### config.mk
export PLATFORM = sky130hd
export DESIGN_NAME = ppm_frame_decoder_core
export DESIGN_NICKNAME = d
export VERILOG_FILES = /design/src/rtl/ppmfd_pkg.sv /design/src/rtl/ppmfd_front.sv /design/src/rtl/ppmfd_queue.sv /design/src/rtl/ppmfd_back.sv /design/src/rtl/ppm_frame_decoder_core.sv
export SDC_FILE = /design/constraint.sdc
export NUM_CORES = 1
export LEC_CHECK = 0
export ABC_CLOCK_PERIOD_IN_PS = 6800
export BUFFER_PORTS_ARGS = -buffer_cell sky130_fd_sc_hd__buf_4
export CELL_PAD_IN_SITES_DETAIL_PLACEMENT = 1
export CELL_PAD_IN_SITES_GLOBAL_PLACEMENT = 1
export CORE_MARGIN = 4
export CORE_UTILIZATION = 44
export DETAILED_ROUTE_END_ITERATION = 12
export PLACE_DENSITY = 0.86
export SYNTH_ARGS = -nofsm -noshare
export SYNTH_HDL_FRONTEND = slang
export SYNTH_HIERARCHICAL = 1
export SYNTH_SLANG_ARGS = --single-unit
export TNS_END_PERCENT = 50
### constraint.sdc
create_clock -name clk_i -period 6.8 [get_ports clk_i]
set_clock_uncertainty 0.1 [all_clocks]
set_input_delay 1.36 -clock clk_i [delete_from_list [all_inputs] [get_ports clk_i]]
set_output_delay 1.36 -clock clk_i [all_outputs]
set_load 0.02 [all_outputs]
### src/rtl/ppmfd_pkg.sv
`timescale 1ns / 1ps
`default_nettype none

package ppmfd_pkg;

  // Number of channels in one PPM frame.
  localparam int unsigned CHANNEL_COUNT = 8;

  // The channel index counts 0..CHANNEL_COUNT, so it needs one extra code.
  localparam int unsigned NEXT_CH_W = $clog2(CHANNEL_COUNT + 1);

  // Field widths.
  localparam int unsigned TIME_W  = 32;
  localparam int unsigned WIDTH_W = 16;
  localparam int unsigned CHAN_W  = 3;
  localparam int unsigned AXIS_W  = 10;

  // Sync gap after reset, in microseconds.
  localparam logic [WIDTH_W-1:0] SYNC_GAP_RESET = 16'd4000;

  // Axis clamp limits in microseconds.
  localparam logic [WIDTH_W-1:0] AXIS_MIN_US = 16'd1000;
  localparam logic [WIDTH_W-1:0] AXIS_MAX_US = 16'd2000;

  // (d * 1023) / 1000 is computed as (d * 1023 * ceil(2^30 / 1000)) >> 30.
  // This is exact for every d in 0..1000.
  localparam int unsigned        AXIS_SHIFT = 30;
  localparam int unsigned        RECIP_W    = 31;
  localparam logic [RECIP_W-1:0] AXIS_RECIP = 31'd1098438066;

  // Depth of the queue between the front and back parts.
  localparam int unsigned QUEUE_DEPTH = 2;
  localparam int unsigned QPTR_W      = $clog2(QUEUE_DEPTH);
  localparam int unsigned QCNT_W      = $clog2(QUEUE_DEPTH + 1);

  // One classified channel measurement.
  typedef struct packed {
    logic [CHAN_W-1:0]  channel;
    logic [WIDTH_W-1:0] width;
    logic               last;
  } item_t;

endpackage

`default_nettype wire

### src/rtl/ppmfd_front.sv
`timescale 1ns / 1ps
`default_nettype none

module ppmfd_front
  import ppmfd_pkg::*;
(
  input  wire logic               clk_i,
  input  wire logic               rst_ni,
  input  wire logic               cfg_we_i,
  input  wire logic [WIDTH_W-1:0] cfg_wdata_i,
  input  wire logic               in_valid_i,
  output logic                    in_stall_o,
  input  wire logic [TIME_W-1:0]  edge_time_i,
  output logic                    push_o,
  output item_t                   push_item_o,
  input  wire logic               q_full_i
);

  logic [WIDTH_W-1:0]   sync_gap_q;
  logic [TIME_W-1:0]    prev_time_q, prev_time_d;
  logic [NEXT_CH_W-1:0] next_ch_q, next_ch_d;
  logic [TIME_W-1:0]    interval;
  logic                 accept;
  logic                 is_sync;
  logic                 frame_done;

  // An edge is taken whenever the queue has room.
  assign in_stall_o = q_full_i;
  assign accept     = in_valid_i & ~q_full_i;

  // Classify the edge: sync gap, channel pulse, or ignored after frame end.
  assign interval   = edge_time_i - prev_time_q;
  assign is_sync    = interval > {{(TIME_W-WIDTH_W){1'b0}}, sync_gap_q};
  assign frame_done = next_ch_q >= NEXT_CH_W'(CHANNEL_COUNT);

  always_comb begin
    prev_time_d = prev_time_q;
    next_ch_d   = next_ch_q;
    push_o      = 1'b0;
    if (accept) begin
      prev_time_d = edge_time_i;
      if (is_sync) begin
        next_ch_d = '0;
      end else if (!frame_done) begin
        next_ch_d = next_ch_q + NEXT_CH_W'(1);
        push_o    = 1'b1;
      end
    end
  end

  // Payload of the channel measurement; the width saturates at its maximum.
  always_comb begin
    push_item_o.channel = CHAN_W'(next_ch_q);
    push_item_o.width   = (|interval[TIME_W-1:WIDTH_W]) ? '1 : interval[WIDTH_W-1:0];
    push_item_o.last    = next_ch_q == NEXT_CH_W'(CHANNEL_COUNT - 1);
  end

  // Edge time, channel index and the sync gap register.
  always_ff @(posedge clk_i or negedge rst_ni) begin
    if (!rst_ni) begin
      prev_time_q <= '0;
      next_ch_q   <= '0;
      sync_gap_q  <= SYNC_GAP_RESET;
    end else begin
      prev_time_q <= prev_time_d;
      next_ch_q   <= next_ch_d;
      if (cfg_we_i) begin
        sync_gap_q <= cfg_wdata_i;
      end
    end
  end

endmodule

`default_nettype wire

### src/rtl/ppmfd_queue.sv
`timescale 1ns / 1ps
`default_nettype none

module ppmfd_queue
  import ppmfd_pkg::*;
(
  input  wire logic  clk_i,
  input  wire logic  rst_ni,
  input  wire logic  push_i,
  input  wire item_t push_item_i,
  output logic       full_o,
  output logic       valid_o,
  output item_t      item_o,
  input  wire logic  pop_i
);

  item_t             mem_q [QUEUE_DEPTH];
  logic [QPTR_W-1:0] wr_ptr_q, rd_ptr_q;
  logic [QCNT_W-1:0] count_q;

  assign full_o  = count_q == QCNT_W'(QUEUE_DEPTH);
  assign valid_o = count_q != '0;
  assign item_o  = mem_q[rd_ptr_q];

  // Entry storage.
  always_ff @(posedge clk_i) begin
    if (push_i) begin
      mem_q[wr_ptr_q] <= push_item_i;
    end
  end

  // Pointers and fill count.
  always_ff @(posedge clk_i or negedge rst_ni) begin
    if (!rst_ni) begin
      wr_ptr_q <= '0;
      rd_ptr_q <= '0;
      count_q  <= '0;
    end else begin
      if (push_i) begin
        wr_ptr_q <= (wr_ptr_q == QPTR_W'(QUEUE_DEPTH - 1)) ? '0 : wr_ptr_q + QPTR_W'(1);
      end
      if (pop_i) begin
        rd_ptr_q <= (rd_ptr_q == QPTR_W'(QUEUE_DEPTH - 1)) ? '0 : rd_ptr_q + QPTR_W'(1);
      end
      if (push_i && !pop_i) begin
        count_q <= count_q + QCNT_W'(1);
      end else if (pop_i && !push_i) begin
        count_q <= count_q - QCNT_W'(1);
      end
    end
  end

endmodule

`default_nettype wire

### src/rtl/ppmfd_back.sv
`timescale 1ns / 1ps
`default_nettype none

module ppmfd_back
  import ppmfd_pkg::*;
(
  input  wire logic              clk_i,
  input  wire logic              rst_ni,
  input  wire logic              q_valid_i,
  input  wire item_t             q_item_i,
  output logic                   q_pop_o,
  output logic                   out_valid_o,
  input  wire logic              out_stall_i,
  output logic [CHAN_W-1:0]      channel_number_o,
  output logic [WIDTH_W-1:0]     pulse_width_o,
  output logic [AXIS_W-1:0]      axis_value_o,
  output logic                   frame_last_o
);

  logic                        out_valid_q;
  logic [CHAN_W-1:0]           channel_q;
  logic [WIDTH_W-1:0]          width_q;
  logic [AXIS_W-1:0]           axis_q;
  logic                        last_q;
  logic [WIDTH_W-1:0]          clamped;
  logic [AXIS_W-1:0]           offset;
  logic [AXIS_W+RECIP_W-1:0]   product;
  logic [AXIS_W-1:0]           axis_d;

  // Take the next entry when the output register is empty or being drained.
  assign q_pop_o = q_valid_i & (~out_valid_q | ~out_stall_i);

  // Clamp to the stick range and scale to 0..1023 by reciprocal multiplication.
  always_comb begin
    if (q_item_i.width < AXIS_MIN_US) begin
      clamped = AXIS_MIN_US;
    end else if (q_item_i.width > AXIS_MAX_US) begin
      clamped = AXIS_MAX_US;
    end else begin
      clamped = q_item_i.width;
    end
    offset  = AXIS_W'(clamped - AXIS_MIN_US);
    product = (AXIS_W + RECIP_W)'(offset) * (AXIS_W + RECIP_W)'(AXIS_RECIP);
    axis_d  = product[AXIS_SHIFT +: AXIS_W];
  end

  // Output valid flag.
  always_ff @(posedge clk_i or negedge rst_ni) begin
    if (!rst_ni) begin
      out_valid_q <= 1'b0;
    end else if (q_pop_o) begin
      out_valid_q <= 1'b1;
    end else if (!out_stall_i) begin
      out_valid_q <= 1'b0;
    end
  end

  // Output payload, loaded with each popped entry.
  always_ff @(posedge clk_i) begin
    if (q_pop_o) begin
      channel_q <= q_item_i.channel;
      width_q   <= q_item_i.width;
      axis_q    <= axis_d;
      last_q    <= q_item_i.last;
    end
  end

  assign out_valid_o      = out_valid_q;
  assign channel_number_o = channel_q;
  assign pulse_width_o    = width_q;
  assign axis_value_o     = axis_q;
  assign frame_last_o     = last_q;

endmodule

`default_nettype wire

### src/rtl/ppm_frame_decoder_core.sv
`timescale 1ns / 1ps
`default_nettype none

// Decodes an RC PPM pulse train from the microsecond timestamps of its rising
// edges. Every edge that is not stalled is taken, one per clock cycle. An
// interval since the previous edge above the sync gap starts a new frame and
// gives no result; each following edge gives one result per channel until the
// frame's channels are done, and later edges are dropped until the next sync.
// A result carries the channel number, the raw width saturated at 65535, the
// width clamped to 1000..2000 us and scaled to 0..1023, and a flag on the last
// channel. The front part takes one edge per cycle while the queue has room, with
// its 32-bit interval subtract and sync compare; a result goes through a two-entry
// queue, which lets input and output stall on their own, and the output register.
// The sync gap register resets to 4000 us and is written through cfg_we_i.
module ppm_frame_decoder_core
  import ppmfd_pkg::*;
(
  input  wire logic               clk_i,
  input  wire logic               rst_ni,
  input  wire logic               cfg_we_i,
  input  wire logic [WIDTH_W-1:0] cfg_wdata_i,
  input  wire logic               in_valid_i,
  output logic                    in_stall_o,
  input  wire logic [TIME_W-1:0]  edge_time_i,
  output logic                    out_valid_o,
  input  wire logic               out_stall_i,
  output logic [CHAN_W-1:0]       channel_number_o,
  output logic [WIDTH_W-1:0]      pulse_width_o,
  output logic [AXIS_W-1:0]       axis_value_o,
  output logic                    frame_last_o
);

  logic  push;
  item_t push_item;
  logic  q_full;
  logic  q_valid;
  item_t q_item;
  logic  q_pop;

  // Edge classification and channel tracking.
  ppmfd_front u_front (
    .clk_i       (clk_i),
    .rst_ni      (rst_ni),
    .cfg_we_i    (cfg_we_i),
    .cfg_wdata_i (cfg_wdata_i),
    .in_valid_i  (in_valid_i),
    .in_stall_o  (in_stall_o),
    .edge_time_i (edge_time_i),
    .push_o      (push),
    .push_item_o (push_item),
    .q_full_i    (q_full)
  );

  // Decoupling queue between the two parts.
  ppmfd_queue u_queue (
    .clk_i       (clk_i),
    .rst_ni      (rst_ni),
    .push_i      (push),
    .push_item_i (push_item),
    .full_o      (q_full),
    .valid_o     (q_valid),
    .item_o      (q_item),
    .pop_i       (q_pop)
  );

  // Axis scaling and output register.
  ppmfd_back u_back (
    .clk_i            (clk_i),
    .rst_ni           (rst_ni),
    .q_valid_i        (q_valid),
    .q_item_i         (q_item),
    .q_pop_o          (q_pop),
    .out_valid_o      (out_valid_o),
    .out_stall_i      (out_stall_i),
    .channel_number_o (channel_number_o),
    .pulse_width_o    (pulse_width_o),
    .axis_value_o     (axis_value_o),
    .frame_last_o     (frame_last_o)
  );

endmodule

`default_nettype wire
==> metrics.csv, run 1 <==
metric,value,unit
status,"complete, but fails checks",
violations,negative setup slack,
setup_viol_count_final,10,
arrival,7490,ps
synth_top_area_frac,0.183,
r2r_slack,-610,ps
synthDistinctLibCells,76,
path_clk_slew,60,ps
numCtsBuffers,17,
r2r_end,u_back/axis_value_o[1]$_DFFE_PP_,
globalRouteTotalUtil,0.270,
yosys.area.top_type,edfxtp_1,
drive_gt1_frac,0.281,
initial_core_util,0.452,
synth_area,0.0115,sq mm
grt_pass1_wl,60900,um
vias,9871,
syn-mean-instance-area,9.92,sq um
grt_start_max_net_pins,65,
wl_per_cell,22.9,um
synth_seq_cells,127,
pre_cts_ws,-739,ps
min_path_cells,1,
yosys-top-cells-area,"edfxtp_1, ha_1, fa_1",
async_flop_share,0.449,
final_hold_viol_count,0,
drt-total-wl,39500,um
rsz0062_at_grt,yes,
synthesis.nets,1438,
die_w,170,um
gr-total-overflow,0,
fp-row-count,58,
route.detailed.drc,0,
die_h,170,um
cts_tree,built,
powerDensity,264,mW/mm^2
crit_type,flip-flop to flip-flop,
antenna_cells,0,
cts_max_path_buffers,2,
antenna_left,0,
port-buffer-count,84,
worst_setup_path_end_kind,flip-flop,
hold_path.class,flip-flop to flip-flop,
setup_tns,-4880,ps
grt_pass1_vias,11200,
synth-main-ff-cell,edfxtp_1,
total_power,3860,uW
antenna_found_initial,0,
die_area,0.0288,sq mm
htreeDepth,4,
clk_latency,430,ps
r2r_start,u_queue/rd_ptr_q$_DFFE_PN0P_,
fin_nets,1657,
slowest_delay,570,ps
synth_edf_count,70,
firstDrtPassIters,5,
pin_count,85,
yosys_warnings,6,
maxCapViolations,0,
final_cell_mix,"buf_4, inv_1, ha_1",
finalCriticalPeriod,7410,ps
hold_ws,386,ps
vdd_drop_max,0.158,mV
hold_path_end,u_queue/count_q[1]$_DFFE_PN0P_,
gp_congestion,0.910,
cts_sinks,127,
worstPathMaxFanout,5,
drv_slew,0,
tightestPinTransition,788,ps
cts-root-buf,clkbuf_16,
final_common_cell,buf_4,
clock.fmax,135,MHz
worstPathRequired,6880,ps
r2r_cells,30,
start_kind,flip-flop,
min_from,u_queue/count_q[1]$_DFFE_PN0P_,
crit_family,compound AO/OA/AOI/OAI gates,
drtIter0Drc,533,
power_leakage,0.00734,uW
hpwl,29300,um
relSlewSlack,0.474,
ys_seq_area_frac,0.307,
syn_to_final_growth,27.3,%
final.setup.worst_slack,-611,ps
avgViaCountPerCell,5.74,
core_area,0.0255,sq mm
crit_buf_inv,5,
synthCells,1159,
critPathSlowestCell,fa_1,
post-route-period-util,1.09,
-- sequential cells by signal, indices dropped and copies added, names as in the netlist --
name,cells
u_queue/mem_q,40
u_front/prev_time_q,32
u_back/pulse_width_o,16
u_front/sync_gap_q,16
u_back/axis_value_o,10
u_front/next_ch_q,4
u_back/channel_number_o,3
u_queue/count_q,2
u_back/frame_last_o,1
u_back/out_valid_o,1
u_queue/rd_ptr_q,1
u_queue/wr_ptr_q,1
-- timing repair --
item / in CTS / in global routing
pin swaps: 17 / 40
hold buffers: 0 / 0
cloned: 0 / 1
setup buffers: 11 / 9
gates resized for setup: 15 / 35
endpoints found under the setup margin: 10 / 51
-- worst max path at each step --
stage	from	slack, ps	depth (start not counted)	end
after floorplan	u_queue/rd_ptr_q$_DFFE_PN0P_	-340	24	u_back/axis_value_o[8]$_DFFE_PP_
after global placement	u_queue/rd_ptr_q$_DFFE_PN0P_	-420	24	u_back/axis_value_o[0]$_DFFE_PP_
after detailed placement	u_queue/rd_ptr_q$_DFFE_PN0P_	-740	28	u_back/axis_value_o[1]$_DFFE_PP_
after CTS	u_queue/rd_ptr_q$_DFFE_PN0P_	-570	27	u_back/axis_value_o[0]$_DFFE_PP_
after global routing	u_queue/rd_ptr_q$_DFFE_PN0P_	-860	29	u_back/axis_value_o[1]$_DFFE_PP_
final	u_queue/rd_ptr_q$_DFFE_PN0P_	-610	30	u_back/axis_value_o[1]$_DFFE_PP_
-- synth_stat cells, drive strengths merged (6+ instances only) --
cell type  instances
nand2b            23
nor2              41
nand2             96
nor2b              7
a31oi             15
a21oi             69
o211ai             7
nor3              10
mux2              22
dfrtp             51
edfxtp            70
and3               8
o21ai             87
inv              180
nand3             16
clkbuf            19
o21a              10
ha               154
nand4             19
xor2              17
and2               8
dfstp              6
xnor2             26
fa                72
a21o              36
buf               10
-- routing by layer --
layer	global-route usage	part of all wire
met1	0.299	0.38
met2	0.505	0.53
met3	0.0410	0.039
met4	0.127	0.050
met5	0	0
-- power breakdown --
part	internal, uW	switching (uW)	total (uW)
sequential	989	63.8	1050
clock	541	398	939
combinational	739	1130	1870
total	2270	1590	3860
-- final cells by class --
type / count / area, sq um
inverter: 180 / 676
clock buffer: 19 / 454
clock inverter: 13 / 143
tap: 330 / 413
fill: 2788 / 10800
sequential: 127 / 3540
timing repair buffer: 229 / 1770
multi-input combinational: 823 / 7640
-- logic make-up after synthesis --
| group | Yosys count | synth area share |
|---|---|---|
| flops | 127 | 0.307 |
| buf+inv | 209 | 0.0734 |
| simple gates | 254 | 0.111 |
| xor+xnor | 43 | 0.0327 |
| fa+ha+maj | 226 | 0.293 |
| mux | 26 | 0.0312 |
| compound gates | 274 | 0.152 |
-- metrics by stage --
| stage | instance area (sq um) | utilization | cells |
|---|---|---|---|
| 2_1_floorplan | 11800 | - | 1159 |
| 3_3_place_gp | 13600 | 0.535 | 1670 |
| 3_5_place_dp | 13600 | 0.535 | 1670 |
| 4_1_cts | 14400 | 0.565 | 1713 |
| 5_1_grt | 14600 | 0.575 | 1721 |
| 6_report | 14600 | 0.575 | 1721 |
(Power assumes the default switching activity.)
==> inputs of run 2 (changes only) <==
Settings changed: REMOVE_ABC_BUFFERS from default to 1.
==> metrics.csv, run 2 (same netlist as run 1, synthesis figures left out) <==
metric,value,unit,change
gr-total-overflow,0,,unchanged
clock.fmax,130,MHz,-3.7%
firstDrtPassIters,5,,unchanged
vias,10100,,+2.5%
regMostFlops,u_queue/mem_q,,
comb_power_share,0.478,,-0.006
antenna_left,0,,unchanged
pre_cts_ws,-775,ps,-36.1 ps
p_clk_frac,0.254,,+0.011
largestRegisters,"u_queue/mem_q x40, u_front/prev_time_q x32",,
clk_latency,440,ps,about the same
final_common_cell,buf_4,,
power_leakage,0.00751,uW,+2.2%
antenna_found_initial,0,,unchanged
antenna_cells,0,,unchanged
post-route-period-util,1.13,,+0.0425
hold_path.class,flip-flop to flip-flop,,
switchingPower,1600,uW,+0.34%
grt_pass1_wl,61400,um,+0.80%
finalCriticalPeriod,7700,ps,+289 ps
start_kind,flip-flop,,
powerDensity,267,mW/mm^2,+1.2%
drive_gt1_frac,0.279,,-0.00206
grt_start_max_net_pins,65,,unchanged
hold_ws,380,ps,-6.13 ps
cts_max_path_buffers,2,,unchanged
drv_slew,0,,unchanged
rsz0062_at_grt,yes,,
wl_per_cell,23.2,um,+1.1%
setup_tns,-7410,ps,-2540 ps
drt-total-wl,40400,um,+2.3%
die_w,170,um,unchanged
status,"complete, but fails checks",,
relSlewSlack,0.490,,+0.0153
worstPathMaxFanout,6,,+1
fillers,2832,,+1.6%
cts_sinks,127,,unchanged
critPathSlowestCell,fa_1,,
worstPathRequired,6870,ps,about the same
drtIter0Drc,551,,+3.4%
htreeDepth,4,,unchanged
setup_viol_count_final,10,,unchanged
worst_setup_path_end_kind,flip-flop,,
power_frac_seq,0.268,,-0.005
vdd_drop_max,0.170,mV,+8.1%
fin_nets,1678,,+1.3%
final.setup.worst_slack,-899,ps,-289 ps
m1WireLength,14600,um,-1.8%
cts_tree,built,,
die_area,0.0288,sq mm,unchanged
route.met3.wl,1700,um,+9.1%
path_clk_slew,70,ps,about the same
final_hold_viol_count,0,,unchanged
die_h,170,um,unchanged
syn_to_final_growth,27.8,%,
core_area,0.0255,sq mm,unchanged
maxCapViolations,0,,unchanged
port-buffer-count,84,,unchanged
slowest_delay,570,ps,about the same
arrival,7770,ps,+280 ps
pin_count,85,,unchanged
gp_congestion,0.916,,+0.66%
r2r_slack,-900,ps,-290 ps
grt_pass1_vias,11500,,+2.9%
routed.top_layer,met4,,
cts-root-buf,clkbuf_16,,
numCtsBuffers,17,,unchanged
fp-row-count,58,,unchanged
wl_met2,21700,um,+3.2%
crit_family,adder cells,,
final_cell_mix,"buf_4, inv_1, ha_1",,
route.detailed.drc,0,,unchanged
largest_reg_flops,40,,unchanged
initial_core_util,0.452,,unchanged
internal-power,2330,uW,+2.6%
violations,negative setup slack,,
tightestPinTransition,746,ps,-42.2 ps
switching_share,0.407,,-0.00538
avgViaCountPerCell,5.81,,+1.2%
crit_type,flip-flop to flip-flop,,
hpwl,28300,um,-3.3%
crit_buf_inv,6,,+1
globalRouteTotalUtil,0.274,,+0.00407
[run 2: cell count changes in the layout (fill, tap and decap cells not counted), sizes merged]
cell    delta
clkinv     +2
buf       +22
inv        -4
bufinv     +2
clkbuf     -1
[run 2: metrics by stage]
stage | util | power (uW) | instance area (sq um) | cells
finish | 0.577 | 3920 | 14700 | 1742
global route | 0.577 | 4140 | 14700 | 1742
CTS | 0.569 | 3870 | 14500 | 1738
detailed placement | 0.531 | 2820 | 13500 | 1693
global placement | 0.531 | 2710 | 13500 | 1693
floorplan | - | 2250 | 11300 | 1130
[run 2: what timing repair did]
item,4_1_cts,5_1_grt
pin swaps,44,30
hold buffers,0,0
gates resized for setup,44,41
endpoints found under the setup margin,10,28
setup buffers,13,4
[run 2: final timing paths]
check	start	end	cells past startpoint
max in group asynchronous	rst_ni	u_front/sync_gap_q[6]$_DFFE_PN0P_	1
max reg2reg	u_queue/rd_ptr_q$_DFFE_PN0P_	u_back/axis_value_o[7]$_DFFE_PP_	29
min reg2reg	u_queue/count_q[1]$_DFFE_PN0P_	u_queue/count_q[1]$_DFFE_PN0P_	1
max	u_queue/rd_ptr_q$_DFFE_PN0P_	u_back/axis_value_o[7]$_DFFE_PP_	29
min in group asynchronous	rst_ni	u_front/prev_time_q[21]$_DFFE_PN0P_	1
min	u_queue/count_q[1]$_DFFE_PN0P_	u_queue/count_q[1]$_DFFE_PN0P_	1
[run 2: routing by layer]
layer / up-vias / GRT usage
li1: 4507 / -
met1: 5077 / 0.294
met2: 381 / 0.513
met3: 150 / 0.0426
met4: 0 / 0.149
met5: - / 0
[run 2: layout make-up]
cell class                      count  area, sq um  area share
Clock inverter                     13          158      0.0107
Timing Repair Buffer              250         1920       0.131
Tap cell                          330          413      0.0281
Sequential cell                   127         3540       0.241
Clock buffer                       19          454      0.0309
Inverter                          180          678      0.0461
Multi-Input combinational cell    823         7540       0.513
[run 2: worst reg2reg max path: cells and delay by family, from the launching register on]
family	cells	cell delay, ps
mux	1	310
xor+xnor	1	170
buf+inv	6	850
compound gates	8	2050
flops	1	400
simple gates	6	1240
fa+ha+maj	7	2310
[run 2: power by group through the flow]
stage	Combinational, uW	Sequential [uW]	Clock [uW]
3_5_place_dp	1760	1070	0
4_1_cts	1830	1050	989
3_3_place_gp	1660	1060	0
6_report	1880	1050	995
2_1_floorplan	1100	1150	0
5_1_grt	2030	1070	1040
